`config.mk`:
```
export PLATFORM = sky130hd
export DESIGN_NAME = i2c_write_master_top
export DESIGN_NICKNAME = d
export VERILOG_FILES = /design/src/rtl/core/i2c_wm_pkg.sv /design/src/rtl/core/i2c_wm_step.sv /design/src/rtl/core/i2c_write_master_top.sv
export SDC_FILE = /design/constraint.sdc
export NUM_CORES = 1
export LEC_CHECK = 0
export ABC_AREA = 1
export ABC_CLOCK_PERIOD_IN_PS = 3900
export BUFFER_PORTS_ARGS = -buffer_cell sky130_fd_sc_hd__buf_2
export CORE_AREA = 2 2 65 67
export DETAILED_ROUTE_END_ITERATION = 7
export DIE_AREA = 0 0 67 69
export PLACE_DENSITY = 0.79
export SKIP_CTS_REPAIR_TIMING = 1
export SLEW_MARGIN = 25
export SYNTH_ARGS = -nofsm -noshare
export SYNTH_HDL_FRONTEND = slang
export SYNTH_SLANG_ARGS = --single-unit
```
`constraint.sdc`:
```
create_clock -name clk_i -period 3.9 [get_ports clk_i]
set_input_delay 0.585 -clock clk_i [delete_from_list [all_inputs] [get_ports clk_i]]
set_output_delay 0.585 -clock clk_i [all_outputs]
set_load 0.005 [all_outputs]
```
`src/rtl/core/i2c_wm_pkg.sv`:
```
// Package for the write-only I2C master: phase codes, reset constants,
// and the sequencer state and per-tick result structs.
// No dependencies.
`default_nettype none

package i2c_wm_pkg;

  localparam logic [3:0] PH_IDLE     = 4'd0;
  localparam logic [3:0] PH_LEAD     = 4'd1;
  localparam logic [3:0] PH_START    = 4'd2;
  localparam logic [3:0] PH_BIT_LO   = 4'd3;
  localparam logic [3:0] PH_BIT_HI   = 4'd4;
  localparam logic [3:0] PH_ACK_LO   = 4'd5;
  localparam logic [3:0] PH_ACK_HI   = 4'd6;
  localparam logic [3:0] PH_WAIT     = 4'd7;
  localparam logic [3:0] PH_STOP_LO  = 4'd8;
  localparam logic [3:0] PH_STOP_SCL = 4'd9;
  localparam logic [3:0] PH_STOP_SDA = 4'd10;

  // tick_count value that marks the address byte on the bus
  localparam logic [1:0] ADDR_MARK = 2'd2;
  localparam logic [7:0] SLAVE_ADDR_RESET = 8'hE0;

  typedef struct packed {
    logic [3:0] phase;
    logic [2:0] bit_count;
    logic [7:0] shift_byte;
    logic [1:0] tick_count;
    logic       final_flag;
  } seq_state_t;

  typedef struct packed {
    logic scl;
    logic sda_out;
    logic sda_drive;
    logic byte_taken;
    logic busy_res;
    logic done_res;
    logic nack;
  } tick_res_t;

endpackage

`default_nettype wire

```
`src/rtl/core/i2c_wm_step.sv`:
```
// Next-state and per-tick result logic of the I2C write sequencer.
// Purely combinational; uses i2c_wm_pkg.
`default_nettype none

module i2c_wm_step (
  input  i2c_wm_pkg::seq_state_t cur_i,
  input  logic [7:0]             pending_byte_i,
  input  logic [7:0]             slave_address_i,
  input  logic                   req_type_i,
  input  logic [7:0]             byte_in_i,
  input  logic                   byte_last_i,
  input  logic                   sda_in_i,
  output i2c_wm_pkg::seq_state_t nxt_o,
  output logic                   pending_we_o,
  output i2c_wm_pkg::tick_res_t  res_o
);

  logic msb;

  assign msb = cur_i.shift_byte[7];

  always_comb begin
    nxt_o        = cur_i;
    pending_we_o = 1'b0;
    res_o        = '0;
    res_o.scl       = 1'b1;
    res_o.sda_out   = 1'b1;
    res_o.sda_drive = 1'b1;
    res_o.busy_res  = 1'b1;

    unique case (cur_i.phase)
      i2c_wm_pkg::PH_LEAD: begin
        if (cur_i.tick_count != 2'd0) begin
          nxt_o.phase      = i2c_wm_pkg::PH_START;
          nxt_o.tick_count = 2'd0;
        end else begin
          nxt_o.tick_count = 2'd1;
        end
      end
      i2c_wm_pkg::PH_START: begin
        res_o.sda_out    = 1'b0;
        nxt_o.shift_byte = slave_address_i;
        nxt_o.bit_count  = 3'd0;
        nxt_o.tick_count = i2c_wm_pkg::ADDR_MARK;
        nxt_o.phase      = i2c_wm_pkg::PH_BIT_LO;
      end
      i2c_wm_pkg::PH_BIT_LO: begin
        res_o.scl     = 1'b0;
        res_o.sda_out = msb;
        nxt_o.phase   = i2c_wm_pkg::PH_BIT_HI;
      end
      i2c_wm_pkg::PH_BIT_HI: begin
        res_o.sda_out    = msb;
        nxt_o.shift_byte = {cur_i.shift_byte[6:0], 1'b0};
        if (cur_i.bit_count == 3'd7) begin
          nxt_o.bit_count = 3'd0;
          nxt_o.phase     = i2c_wm_pkg::PH_ACK_LO;
        end else begin
          nxt_o.bit_count = cur_i.bit_count + 3'd1;
          nxt_o.phase     = i2c_wm_pkg::PH_BIT_LO;
        end
      end
      i2c_wm_pkg::PH_ACK_LO: begin
        res_o.scl       = 1'b0;
        res_o.sda_out   = 1'b0;
        res_o.sda_drive = 1'b0;
        nxt_o.phase     = i2c_wm_pkg::PH_ACK_HI;
      end
      i2c_wm_pkg::PH_ACK_HI: begin
        res_o.sda_out   = 1'b0;
        res_o.sda_drive = 1'b0;
        if (sda_in_i) begin
          res_o.nack       = 1'b1;
          nxt_o.tick_count = 2'd0;
          nxt_o.phase      = i2c_wm_pkg::PH_IDLE;
        end else if (cur_i.tick_count == i2c_wm_pkg::ADDR_MARK) begin
          // address acknowledged: move on to the held first data byte
          nxt_o.tick_count = 2'd0;
          nxt_o.shift_byte = pending_byte_i;
          nxt_o.bit_count  = 3'd0;
          nxt_o.phase      = i2c_wm_pkg::PH_BIT_LO;
        end else if (cur_i.final_flag) begin
          nxt_o.phase = i2c_wm_pkg::PH_STOP_LO;
        end else begin
          nxt_o.phase = i2c_wm_pkg::PH_WAIT;
        end
      end
      i2c_wm_pkg::PH_WAIT: begin
        res_o.scl     = 1'b0;
        res_o.sda_out = 1'b0;
        if (req_type_i) begin
          res_o.byte_taken = 1'b1;
          nxt_o.shift_byte = byte_in_i;
          nxt_o.final_flag = byte_last_i;
          nxt_o.bit_count  = 3'd0;
          nxt_o.phase      = i2c_wm_pkg::PH_BIT_LO;
        end
      end
      i2c_wm_pkg::PH_STOP_LO: begin
        res_o.scl     = 1'b0;
        res_o.sda_out = 1'b0;
        nxt_o.phase   = i2c_wm_pkg::PH_STOP_SCL;
      end
      i2c_wm_pkg::PH_STOP_SCL: begin
        res_o.sda_out = 1'b0;
        nxt_o.phase   = i2c_wm_pkg::PH_STOP_SDA;
      end
      i2c_wm_pkg::PH_STOP_SDA: begin
        res_o.done_res   = 1'b1;
        nxt_o.final_flag = 1'b0;
        nxt_o.phase      = i2c_wm_pkg::PH_IDLE;
      end
      default: begin
        // idle, and any code that means nothing
        res_o.busy_res = 1'b0;
        nxt_o.phase    = i2c_wm_pkg::PH_IDLE;
        if (req_type_i) begin
          res_o.byte_taken = 1'b1;
          res_o.busy_res   = 1'b1;
          pending_we_o     = 1'b1;
          nxt_o.final_flag = byte_last_i;
          nxt_o.tick_count = 2'd0;
          nxt_o.bit_count  = 3'd0;
          nxt_o.phase      = i2c_wm_pkg::PH_LEAD;
        end
      end
    endcase
  end

endmodule

`default_nettype wire

```
`src/rtl/core/i2c_write_master_top.sv`:
```
// Top level of the write-only I2C master: sequencer registers, output register,
// configuration register and checks. Uses i2c_wm_pkg and i2c_wm_step.
`default_nettype none

// Each accepted input item is one half-bit bus tick and yields exactly one result
// item, in the next cycle, from an output register. The sequencer state updates in
// the same edge that accepts the item, so items are taken every cycle whenever
// the result side takes results every cycle; in_ready_o drops only while a result
// waits unclaimed. A byte offered on an idle tick starts a transaction: two lead-in
// ticks, START, the slave_address byte, then data bytes with an acknowledge phase
// after each; a high SDA at acknowledge aborts with a nack pulse. The user writes
// slave_address (reset 0xE0) via the cfg channel only while no transaction runs; not enforced.

module i2c_write_master_top (
  input  logic       clk_i,
  input  logic       rst_ni,
  input  logic       cfg_valid_i,
  output logic       cfg_ready_o,
  input  logic [7:0] cfg_data_i,
  input  logic       in_valid_i,
  output logic       in_ready_o,
  input  logic       req_type_i,
  input  logic [7:0] byte_in_i,
  input  logic       byte_last_i,
  input  logic       sda_in_i,
  output logic       out_valid_o,
  input  logic       out_ready_i,
  output logic       scl_o,
  output logic       sda_out_o,
  output logic       sda_drive_o,
  output logic       byte_taken_o,
  output logic       busy_res_o,
  output logic       done_res_o,
  output logic       nack_o
);

  i2c_wm_pkg::seq_state_t state_q, state_d;
  i2c_wm_pkg::tick_res_t  res_q, res_d;
  logic [7:0]             pending_byte_q;
  logic [7:0]             slave_address_q;
  logic                   out_valid_q;
  logic                   pending_we;
  logic                   in_fire;

  assign cfg_ready_o = 1'b1;
  assign in_ready_o  = !out_valid_q || out_ready_i;
  assign in_fire     = in_valid_i && in_ready_o;

  i2c_wm_step u_step (
    .cur_i           (state_q),
    .pending_byte_i  (pending_byte_q),
    .slave_address_i (slave_address_q),
    .req_type_i      (req_type_i),
    .byte_in_i       (byte_in_i),
    .byte_last_i     (byte_last_i),
    .sda_in_i        (sda_in_i),
    .nxt_o           (state_d),
    .pending_we_o    (pending_we),
    .res_o           (res_d)
  );

  always_ff @(posedge clk_i or negedge rst_ni) begin
    if (!rst_ni) begin
      state_q         <= '0;
      slave_address_q <= i2c_wm_pkg::SLAVE_ADDR_RESET;
      out_valid_q     <= 1'b0;
    end else begin
      if (cfg_valid_i) begin
        slave_address_q <= cfg_data_i;
      end
      if (in_fire) begin
        state_q     <= state_d;
        out_valid_q <= 1'b1;
      end else if (out_ready_i) begin
        out_valid_q <= 1'b0;
      end
    end
  end

  // hold the result until taken; pending byte needs no reset
  always_ff @(posedge clk_i) begin
    if (in_fire) begin
      res_q <= res_d;
      if (pending_we) begin
        pending_byte_q <= byte_in_i;
      end
    end
  end

  assign out_valid_o  = out_valid_q;
  assign scl_o        = res_q.scl;
  assign sda_out_o    = res_q.sda_out;
  assign sda_drive_o  = res_q.sda_drive;
  assign byte_taken_o = res_q.byte_taken;
  assign busy_res_o   = res_q.busy_res;
  assign done_res_o   = res_q.done_res;
  assign nack_o       = res_q.nack;

`ifndef SYNTHESIS
  a_nack_goes_idle: assert property (@(posedge clk_i) disable iff (!rst_ni)
    in_fire && res_d.nack |=> state_q.phase == i2c_wm_pkg::PH_IDLE)
    else $error("nack did not return the sequencer to idle");

  a_released_sda_low: assert property (@(posedge clk_i) disable iff (!rst_ni)
    out_valid_o && !sda_drive_o |-> !sda_out_o && busy_res_o)
    else $error("released SDA shows a level or outside a transaction");

  a_stop_done: assert property (@(posedge clk_i) disable iff (!rst_ni)
    in_fire && state_q.phase == i2c_wm_pkg::PH_STOP_SDA |=> out_valid_o && done_res_o)
    else $error("STOP completion did not report done");

  a_taken_busy: assert property (@(posedge clk_i) disable iff (!rst_ni)
    out_valid_o && byte_taken_o |-> busy_res_o && !nack_o && !done_res_o)
    else $error("byte taken outside a running transaction");
`endif

endmodule

`default_nettype wire

```
==> summary.txt, run 1 <==
GRT
  – Met1 usage: 34.13%
  – First-pass GRT wire length: a little over 8000 um
  – Most Crowded Layer GR: met1
  – Largest net degree at the start of global routing: 28
  – GR Util met3: 5.546%
  – M2 GR Usage: between 30 and 40%
  – Vias in the first global route: about 1,700
  – Antenna violations before repair: 0
  – Grt total ovfl: 0
  – Total track usage: 23.27%

Die
  – Core Region: slightly below 0.004 mm^2
  – Die outline width: 67 um
  – Die Span Y: around 70 um
  – Initial Utilization: between 50% and 60%
  – Boundary pin count: 34
  – Num rows: 23
  – Die area: between 0.004 and 0.005 mm^2

Setup path
  – CP Buf/Inv Count: 1
  – Crit path cell chain: inv_1 -> nand2_1 -> o21ai_0 -> nand2_1 -> nor2_1
  – Cells on worst reg2reg path: 5
  – Crit end category: register
  – Req. time, crit path: between 3 and 4 ns
  – CP max FO: 8
  – Reg2reg end: pending_byte_q[4]
  – Worst setup SP type: register
  – Setup CP Type: reg2reg
  – Crit-path leading delay family: simple AND/OR/NAND/NOR gates
  – Slowest-stage cell, CP: nor2_1
  – Crit path largest cell delay: 0.59 ns
  – CP arrival: 2.04 ns
  – Reg-to-reg slack, setup: ~1.8 ns
  – CP dominant cell by count: nand2_1
  – R2r startpoint: state_q[15]

Logic synthesis
  – Sequential area share after synthesis: between 40% and 50%
  – Largest area contributor in the netlist: dfrtp_1
  – Predominant post-synthesis flop cell: dfrtp_1
  – Synth warnings: 0
  – Ys async rst share: approximately 64%
  – Mapped cell area: around 0.0023 mm^2
  – Commonest cells post-synth: 112 x nand2_1, 24 x dfrtp_1, 21 x nor2_1
  – Top cell type's share of synthesized area: roughly a quarter
  – Top-count cell post-synth: nand2_1
  – #FFs+latches synth: 42
  – Post-synth EDFFs: 15
  – Average cell area after synthesis: roughly 8.6 um^2
  – Syn_nets: approximately 290
  – Main area contributors after synthesis: dfrtp_1 26%, edfxtp_1 20%, nand2_1 18%, mux2_2 4.0%, dfstp_2 3.5%
  – Yosys cell types: 30
  – Cell count after synthesis: between 200 and 300

Layout
  – # diodes: 0
  – Footprint of the multi-input gates: 0.001050 mm^2
  – Synthesis-to-finish area growth: 12.58%
  – Post-layout nets: about 330
  – Final Util: about two thirds
  – Layout cells sized above 1: a little over a quarter
  – Register area: approximately 0.0011 mm^2
  – Fillers: 357
  – Post-layout instance area: roughly 0.0026 mm^2

Pwr
  – Logic pwr share: a little under two fifths
  – Leakage: between 1 and 1.5 nW
  – PwrDens: 586.6 mW/mm^2
  – NetSw: between 0.6 and 0.7 mW
  – Max VDD drop: approximately 0.00037 V
  – P_int: a little under 0.9 mW
  – Sequential power share: between 40 and 50%
  – Clk network pwr share: between 10% and 20%
  – Switch share: 40.74%

STA
  – Max Freq: about 480 MHz
  – Final period util: roughly 54%
  – RSZ-0062 raised after global routing: false
  – Worst-margin pin slew: 0.8455 ns
  – Slew Limit Fails: 0
  – Setup TNS: 0 ns
  – Period minus WS final: 2.098 ns
  – Worst clock skew: about 0.0038 ns
  – Worst slew margin: between 40% and 50%
  – Final Setup Violations: 0
  – Final Hold Fails: 0

Placed design
  – RePlAce Congestion: about 0.96
  – Placed cell areas: 0.002471 mm^2
  – Port buffer count: 32
  – Detail Placement HPWL: between 3000 and 4000 um

Clocking
  – Num CTS Buffers: 5
  – Clk slew on worst S/H paths: 0.09 ns
  – Skew-Pair Late Insertion Delay: roughly 0.3 ns
  – Root Buffer: clkbuf_8
  – H-tree lvl count: 2
  – CTS tree: built
  – CTS Sinks: 42
  – Max clock buf depth: 2

Drt
  – DRT Pass-1 Iters: 5
  – DRC viols: 0
  – Iter 0 DRT Violations: 158
  – Final wirelength: 4838 um
  – Via count: between 1,500 and 2,000
  – Routed Antenna Nets: 0
  – Wire per inst: roughly 14 um
  – Vias per inst: between 5 and 6

Outcome
  – Status: complete, no violations

Hold path
  – Hold Path Class: in2async

Flow run
  – Max Cap Violations: 0
[flip-flops by register name, indices dropped and copies added, names as in the netlist]
register,flops
sda_drive_o,1
nack_o,1
busy_res_o,1
scl_o,1
pending_byte_q,8
slave_address_q,8
sda_out_o,1
byte_taken_o,1
state_q,18
done_res_o,1
out_valid_o,1
[power groups by stage]
stage / clock [mW] / combinational [mW] / sequential [mW]
after global placement: 0 / 0.540 / 0.657
after floorplan: 0 / 0.420 / 0.646
after CTS: 0.301 / 0.548 / 0.654
after global routing: 0.319 / 0.617 / 0.671
final: 0.296 / 0.554 / 0.655
after detailed placement: 0 / 0.545 / 0.662
[final cells by class]
cell class                      count  area share, %
Tap cell                           50          2.439
Clock buffer                        5          2.683
Sequential cell                    42          44.05
Inverter                           18          2.683
Timing Repair Buffer               32          6.244
Clock inverter                      3         0.9756
Multi-Input combinational cell    202          40.93
[metal layers]
metal  vias to the layer above  share of wire, %
li1                        925                 -
met1                       856                46
met2                        74                46
met3                         7               6.7
met4                         0               1.3
met5                         -                 0
[kinds of logic (layout without fill, tap and decap cells)]
group / Yosys count / count (layout) / synth area share, %
other cells: 1 / 1 / 0.1646
mux: 8 / 8 / 3.954
fa+ha+maj: 2 / 2 / 1.098
compound gates: 9 / 9 / 2.361
buf+inv: 22 / 58 / 4.338
simple gates: 182 / 182 / 38.50
flops: 42 / 42 / 49.59
[layout by cell type (no fill, tap or decap), types with 5 or more instances in the layout]
master and instances:
nor2_4 7, dfrtp_1 24, nand4_1 8, edfxtp_1 15, nand2_4 7, nand2_1 112
clkbuf_8 5, nor2_1 21, o21ai_0 5, nand3_1 14, buf_2 32, mux2_2 8
inv_1 14
[worst max path at each step]
stage | from | endpoint | slack, ns | cells after the start
after floorplan | state_q[15] | pending_byte_q[0] | 2.17 | 5
after global placement | state_q[15] | pending_byte_q[3] | 1.93 | 5
after detailed placement | state_q[15] | state_q[12] | 1.86 | 8
after CTS | state_q[15] | state_q[12] | 1.85 | 8
after global routing | state_q[15] | pending_byte_q[5] | 1.69 | 5
final | state_q[15] | pending_byte_q[4] | 1.80 | 5
[per-stage QoR]
stage	power [mW]	std cells	hold WS, ns	worst slack, ns
after floorplan	1.066	266	0.2894	2.171
after global placement	1.197	344	0.4635	1.930
after detailed placement	1.207	344	0.4660	1.863
after CTS	1.503	352	0.3021	1.853
after global routing	1.606	352	0.3255	1.689
final	1.505	352	0.2792	1.802
(Power assumes the default switching activity.)
==> run 2: changes to the inputs <==
--- a/config.mk
+++ b/config.mk
@@ -6,12 +6,12 @@
 export NUM_CORES = 1
 export LEC_CHECK = 0
 export ABC_AREA = 1
-export ABC_CLOCK_PERIOD_IN_PS = 3900
+export ABC_CLOCK_PERIOD_IN_PS = 2200
 export BUFFER_PORTS_ARGS = -buffer_cell sky130_fd_sc_hd__buf_2
-export CORE_AREA = 2 2 65 67
+export CORE_AREA = 2 2 67 69
 export DETAILED_ROUTE_END_ITERATION = 7
-export DIE_AREA = 0 0 67 69
-export PLACE_DENSITY = 0.79
+export DIE_AREA = 0 0 69 71
+export PLACE_DENSITY = 0.75
 export SKIP_CTS_REPAIR_TIMING = 1
 export SLEW_MARGIN = 25
 export SYNTH_ARGS = -nofsm -noshare
==> constraint.sdc (replaced) <==
create_clock -name clk_i -period 2.2 [get_ports clk_i]
set_input_delay 0.33 -clock clk_i [delete_from_list [all_inputs] [get_ports clk_i]]
set_output_delay 0.33 -clock clk_i [all_outputs]
set_load 0.005 [all_outputs]
==> summary.txt, run 2 (synthesis gave the netlist of run 1 again) <==
Outcome
  – Status: complete, no violations (unchanged)

Hold path
  – Hold Path Class: in2async (unchanged)

Layout
  – Layout cells sized above 1: 27.45% (was 26.49%)
  – Commonest cells after routing, fill and taps aside: 112 x nand2_1, 32 x buf_2, 24 x dfrtp_1, 21 x nor2_1, 15 x edfxtp_1 (unchanged)
  – # diodes: 0 (unchanged)
  – Largest regs: state_q: 18 flops, pending_byte_q: 8 flops, slave_address_q: 8 flops (unchanged)
  – Synthesis-to-finish area growth: 14.00% (was 12.58%)
  – Largest register by flop count: state_q (unchanged)
  – Post-layout instance area: 0.002597 mm^2 (was 0.002565 mm^2)
  – Max reg flops: 18 (unchanged)
  – Post-layout nets: 331 (was 327)
  – Most common cell after layout, fill and taps aside: nand2_1 (unchanged)

Die
  – Core Region: 0.004204 mm^2 (was 0.003914 mm^2)
  – Die outline width: 69 um (was 67 um)
  – Die area: 0.004899 mm^2 (was 0.004623 mm^2)
  – Die Span Y: 71 um (was 69 um)
  – Initial Utilization: 54.20% (was 58.22%)
  – Boundary pin count: 34 (unchanged)
  – Num rows: 24 (was 23)

Placed design
  – Port buffer count: 32 (unchanged)
  – Detail Placement HPWL: 3666 um (was 3631 um)
  – Placed cell areas: 0.002504 mm^2 (was 0.002471 mm^2)
  – RePlAce Congestion: 0.9373 (was 0.9576)

GRT
  – Antenna violations before repair: 0 (unchanged)
  – Vias in the first global route: 1,862 (was 1,746)
  – Largest net degree at the start of global routing: 28 (unchanged)
  – First-pass GRT wire length: 8321 um (was 8169 um)
  – Grt total ovfl: 0 (unchanged)
  – Total track usage: 21.17% (was 23.27%)

Pwr
  – NetSw: 1.075 mW (was 0.6129 mW)
  – Sequential power share: 43.3% (was 43.5%)
  – Clk network pwr share: 19.5% (was 19.7%)
  – Max VDD drop: 0.0005581 V (was 0.0003719 V)
  – PwrDens: 1026 mW/mm^2 (was 586.6 mW/mm^2)
  – P_int: 1.591 mW (was 0.8916 mW)
  – Logic pwr share: 37.2% (was 36.8%)
  – Leakage: 1.287 nW (was 1.266 nW)
  – Switch share: 40.33% (was 40.74%)
  – Total power draw: 2.666 mW (was 1.505 mW)

STA
  – Slew Limit Fails: 0 (unchanged)
  – Final period util: 80.92% (was 53.80%)
  – Final Hold Fails: 0 (unchanged)
  – Worst slew margin: 58.24% (was 43.43%)
  – Max Freq: 561.7 MHz (was 476.6 MHz)
  – Setup TNS: 0 ns (unchanged)
  – Hold slack final: 0.04220 ns (was 0.2792 ns)
  – Worst clock skew: 0.006693 ns (was 0.003784 ns)
  – RSZ-0062 raised after global routing: false (unchanged)
  – Worst-margin pin slew: 0.6265 ns (was 0.8455 ns)
  – Final Setup Violations: 0 (unchanged)
  – Period minus WS final: 1.780 ns (was 2.098 ns)

Drt
  – Via count: 1,885 (was 1,862)
  – DRC viols: 0 (unchanged)
  – DRT Pass-1 Iters: 4 (was 5)
  – Vias per inst: 5.265 (was 5.290)
  – Wire per inst: 13.42 um (was 13.74 um)
  – Routed Antenna Nets: 0 (unchanged)
  – Iter 0 DRT Violations: 162 (was 158)
  – Final wirelength: 4805 um (was 4838 um)

Setup path
  – Crit end category: register (unchanged)
  – Reg-to-reg slack, setup: 0.42 ns (was 1.80 ns)
  – Reg2reg end: pending_byte_q[1] (was pending_byte_q[4])
  – Req. time, crit path: 2.21 ns (was 3.84 ns)
  – CP arrival: 1.79 ns (was 2.04 ns)
  – Setup CP Type: reg2reg (unchanged)
  – CP max FO: 8 (unchanged)
  – Worst setup SP type: register (unchanged)
  – Critical Path Start: state_q[15] (unchanged)
  – R2r startpoint: state_q[15] (unchanged)
  – Cells on worst reg2reg path: 6 (was 5)

Clocking
  – Num CTS Buffers: 5 (unchanged)
  – Max clock buf depth: 2 (unchanged)
  – CTS tree: built (unchanged)
  – Skew-Pair Late Insertion Delay: 0.29 ns (was 0.30 ns)
  – H-tree lvl count: 2 (unchanged)
  – CTS Sinks: 42 (unchanged)
  – Root Buffer: clkbuf_8 (unchanged)
  – Clk slew on worst S/H paths: 0.09 ns (about the same)

Flow run
  – Max Cap Violations: 0 (unchanged)
-- run 2: cell types whose count changed in the layout (fill, tap and decap cells not counted) --
cell   delta
buf_4     +4
-- run 2: per-stage QoR --
stage,setup slack [ns],utilization [%],instances
global placement,0.5990,59.55,350
detailed placement,0.4927,59.55,350
global route,0.3283,61.79,358
CTS,0.4654,61.79,358
finish,0.4198,61.79,358
floorplan,0.4709,-,266
-- run 2: worst max path at each step --
stage | to | slack (ns) | cells after the start
after global placement | pending_byte_q[4] | 0.60 | 6
after detailed placement | pending_byte_q[4] | 0.49 | 6
after floorplan | pending_byte_q[0] | 0.47 | 5
final | pending_byte_q[1] | 0.42 | 6
after global routing | pending_byte_q[1] | 0.33 | 6
after CTS | pending_byte_q[1] | 0.47 | 6
-- run 2: area by class of cell --
class / instances / area (um^2)
clock buffer: 5 / 68.82
clock inverter: 3 / 25.02
fill: 379 / 1607
inverter: 18 / 68.82
multi-input combinational: 202 / 1050
sequential: 42 / 1130
tap: 52 / 65.06
timing repair buffer: 36 / 190.2
-- run 2: power by group through the flow --
| stage | Clock [mW] | Combinational, mW | Sequential (mW) |
|---|---|---|---|
| after floorplan | 0 | 0.745 | 1.15 |
| after global placement | 0 | 0.992 | 1.16 |
| after detailed placement | 0 | 0.985 | 1.16 |
| after CTS | 0.531 | 0.989 | 1.15 |
| after global routing | 0.570 | 1.12 | 1.18 |
| final | 0.520 | 0.992 | 1.15 |
-- run 2: layer usage --
layer	global-route usage, %	vias up	share of wire [%]
met2	33.01	81	45
met3	3.989	13	6.3
met4	8.715	0	2.4
met1	29.31	861	46
li1	-	930	-
met5	0	-	0
-- run 2: worst max-delay path, stage by stage (launching register included) --
cell and delay [ns]:
dfrtp_1 0.48, inv_1 0.21, nand2_1 0.09, o21ai_0 0.28
nand2_1 0.14, nor2_1 0.12, buf_4 0.18
==> run 3: changes to the inputs <==
--- a/config.mk
+++ b/config.mk
@@ -6,12 +6,12 @@
 export NUM_CORES = 1
 export LEC_CHECK = 0
 export ABC_AREA = 1
-export ABC_CLOCK_PERIOD_IN_PS = 2200
+export ABC_CLOCK_PERIOD_IN_PS = 1600
 export BUFFER_PORTS_ARGS = -buffer_cell sky130_fd_sc_hd__buf_2
-export CORE_AREA = 2 2 67 69
+export CORE_AREA = 2 2 70 72
 export DETAILED_ROUTE_END_ITERATION = 7
-export DIE_AREA = 0 0 69 71
-export PLACE_DENSITY = 0.75
+export DIE_AREA = 0 0 72 74
+export PLACE_DENSITY = 0.72
 export SKIP_CTS_REPAIR_TIMING = 1
 export SLEW_MARGIN = 25
 export SYNTH_ARGS = -nofsm -noshare
==> constraint.sdc (replaced) <==
create_clock -name clk_i -period 1.6 [get_ports clk_i]
set_input_delay 0.24 -clock clk_i [delete_from_list [all_inputs] [get_ports clk_i]]
set_output_delay 0.24 -clock clk_i [all_outputs]
set_load 0.005 [all_outputs]
==> summary.txt, run 3 (synthesis gave the netlist of run 1 again) <==
Setup path
  – Crit-path leading delay family: simple AND/OR/NAND/NOR gates (was flip-flops)
  – Worst setup SP type: register (unchanged)
  – Critical Path Start: state_q[17] (was state_q[15])
  – Critical path depth in cells: 8 (was 6)
  – R2r startpoint: state_q[17] (was state_q[15])
  – CP arrival: 1.70 ns (was 1.79 ns)
  – Slowest-stage cell, CP: dfrtp_1 (unchanged)
  – Crit path cell chain: buf_4 -> nor2_1 -> nand2_2 -> nand3_1 -> and2_1 -> nand2_1 -> nand2_1 -> nand2_1 (was inv_1 -> nand2_1 -> o21ai_0 -> nand2_1 -> nor2_1 -> buf_4)
  – CP Buf/Inv Count: 1 (was 2)
  – Req. time, crit path: 1.78 ns (was 2.21 ns)
  – Setup CP Type: reg2reg (unchanged)
  – Crit path largest cell delay: 0.39 ns (was 0.48 ns)
  – Crit end category: register (unchanged)
  – CP dominant cell by count: nand2_1 (unchanged)
  – CP max FO: 5 (was 8)
  – Cells on worst reg2reg path: 8 (was 6)
  – Critical path endpoint: state_q[2] (was pending_byte_q[1])
  – Reg-to-reg slack, setup: 0.08 ns (was 0.42 ns)
  – Reg2reg end: state_q[2] (was pending_byte_q[1])

STA
  – Final period util: 94.86% (was 80.92%)
  – Final Setup Violations: 0 (unchanged)
  – Worst slew margin: 57.38% (was 58.24%)
  – Final Hold Fails: 24 (was 0)
  – Period minus WS final: 1.518 ns (was 1.780 ns)
  – Worst-margin pin slew: 0.6392 ns (was 0.6265 ns)
  – Worst clock skew: 0.006572 ns (was 0.006693 ns)
  – RSZ-0062 raised after global routing: false (unchanged)
  – Setup WS post-layout: 0.08221 ns (was 0.4198 ns)
  – Setup TNS: 0 ns (unchanged)
  – Max Freq: 658.9 MHz (was 561.7 MHz)
  – Hold slack final: -0.03445 ns (was 0.04220 ns)
  – Slew Limit Fails: 0 (unchanged)

Layout
  – Register area: 0.001134 mm^2 (was 0.001130 mm^2)
  – Fillers: 414 (was 379)
  – Largest register by flop count: state_q (unchanged)
  – Post-layout nets: 339 (was 331)
  – # diodes: 0 (unchanged)
  – Footprint of the multi-input gates: 0.001075 mm^2 (was 0.001050 mm^2)
  – Commonest cells after routing, fill and taps aside: 112 x nand2_1, 32 x buf_2, 21 x dfrtp_1, 19 x nor2_1, 15 x edfxtp_1 (was 112 x nand2_1, 32 x buf_2, 24 x dfrtp_1, 21 x nor2_1, 15 x edfxtp_1)
  – Max reg flops: 18 (unchanged)
  – Most common cell after layout, fill and taps aside: nand2_1 (unchanged)
  – Synthesis-to-finish area growth: 18.56% (was 14.00%)
  – Final Util: 58.75% (was 61.79%)
  – Largest regs: state_q: 18 flops, pending_byte_q: 8 flops, slave_address_q: 8 flops (unchanged)
  – Layout cells sized above 1: 31.21% (was 27.45%)

Pwr
  – Total power draw: 3.856 mW (was 2.666 mW)
  – PwrDens: 1427 mW/mm^2 (was 1026 mW/mm^2)
  – Max VDD drop: 0.0006464 V (was 0.0005581 V)
  – Leakage: 1.332 nW (was 1.287 nW)

Outcome
  – Status: finished with violations (was complete, no violations)
  – Failing checks: hold timing

GRT
  – Vias in the first global route: 1,776 (was 1,862)
  – Grt total ovfl: 0 (unchanged)
  – Total track usage: 19.98% (was 21.17%)
  – Largest net degree at the start of global routing: 28 (unchanged)
  – First-pass GRT wire length: 8107 um (was 8321 um)
  – Antenna violations before repair: 0 (unchanged)

Die
  – Initial Utilization: 49.55% (was 54.20%)
  – Die area: 0.005328 mm^2 (was 0.004899 mm^2)
  – Num rows: 25 (was 24)
  – Boundary pin count: 34 (unchanged)
  – Core Region: 0.004598 mm^2 (was 0.004204 mm^2)
  – Die outline width: 72 um (was 69 um)
  – Die Span Y: 74 um (was 71 um)

Clocking
  – Root Buffer: clkbuf_8 (unchanged)
  – Clk slew on worst S/H paths: 0.08 ns (was 0.09 ns)
  – CTS tree: built (unchanged)
  – Num CTS Buffers: 5 (unchanged)
  – CTS Sinks: 42 (unchanged)
  – Skew-Pair Late Insertion Delay: 0.29 ns (about the same)
  – Max clock buf depth: 2 (unchanged)
  – H-tree lvl count: 2 (unchanged)

Drt
  – Wire per inst: 13.74 um (was 13.42 um)
  – DRT Pass-1 Iters: 5 (was 4)
  – Vias per inst: 5.068 (was 5.265)
  – Routed Antenna Nets: 0 (unchanged)
  – DRC viols: 0 (unchanged)
  – Final wirelength: 5055 um (was 4805 um)
  – Iter 0 DRT Violations: 141 (was 162)
  – Via count: 1,865 (was 1,885)

Placed design
  – Port buffer count: 32 (unchanged)
  – Detail Placement HPWL: 3756 um (was 3666 um)
  – Pre-CTS setup slack: 0.04061 ns (was 0.4927 ns)
  – RePlAce Congestion: 0.9836 (was 0.9373)

Flow run
  – Max Cap Violations: 0 (unchanged)

Hold path
  – Hold Path Class: in2async (unchanged)
-- run 3: changes by cell type in the layout (fill, tap and decap cells not counted), sizes merged --
cell      change
buf           +8
clkinvlp      -1
clkbuf        +1
-- run 3: routing by layer --
| layer | up-vias | part of all wire, % | track usage, % | routed length (um) |
|---|---|---|---|---|
| met5 | - | 0 | 0 | 0 |
| met4 | 0 | 0.44 | 5.031 | 22 |
| met3 | 2 | 5.9 | 4.336 | 298 |
| met2 | 65 | 48 | 32.72 | 2418 |
| met1 | 849 | 46 | 27.38 | 2316 |
| li1 | 949 | - | - | - |
-- run 3: power breakdown --
| part | internal [mW] | switching, mW |
|---|---|---|
| registers | 1.40 | 0.182 |
| logic | 0.589 | 0.975 |
| clock network | 0.348 | 0.360 |
-- run 3: stage by stage --
| step | instance area [um^2] | cells |
|---|---|---|
| 3_3_place_gp | 2581 | 360 |
| 6_report | 2701 | 368 |
| 5_1_grt | 2701 | 368 |
| 3_5_place_dp | 2581 | 360 |
| 4_1_cts | 2675 | 368 |
| 2_1_floorplan | 2281 | 266 |
-- run 3: final cells by class --
| class | instances | area share (%) |
|---|---|---|
| Tap cell | 54 | 2.501 |
| Clock buffer | 6 | 3.057 |
| Clock inverter | 2 | 0.4169 |
| Inverter | 18 | 2.547 |
| Sequential cell | 42 | 41.96 |
| Timing Repair Buffer | 44 | 9.727 |
| Multi-Input combinational cell | 202 | 39.79 |
-- run 3: worst min path at each step --
stage,startpoint,end,slack [ns],cells past startpoint
6_report,rst_ni,slave_address_q[2],-0.03,1
5_1_grt,rst_ni,slave_address_q[2],0.002,1
4_1_cts,rst_ni,slave_address_q[2],-0.02,1
3_5_place_dp,rst_ni,out_valid_o,0.30,1
3_3_place_gp,rst_ni,state_q[17],0.29,1
2_1_floorplan,rst_ni,out_valid_o,-0.06,0
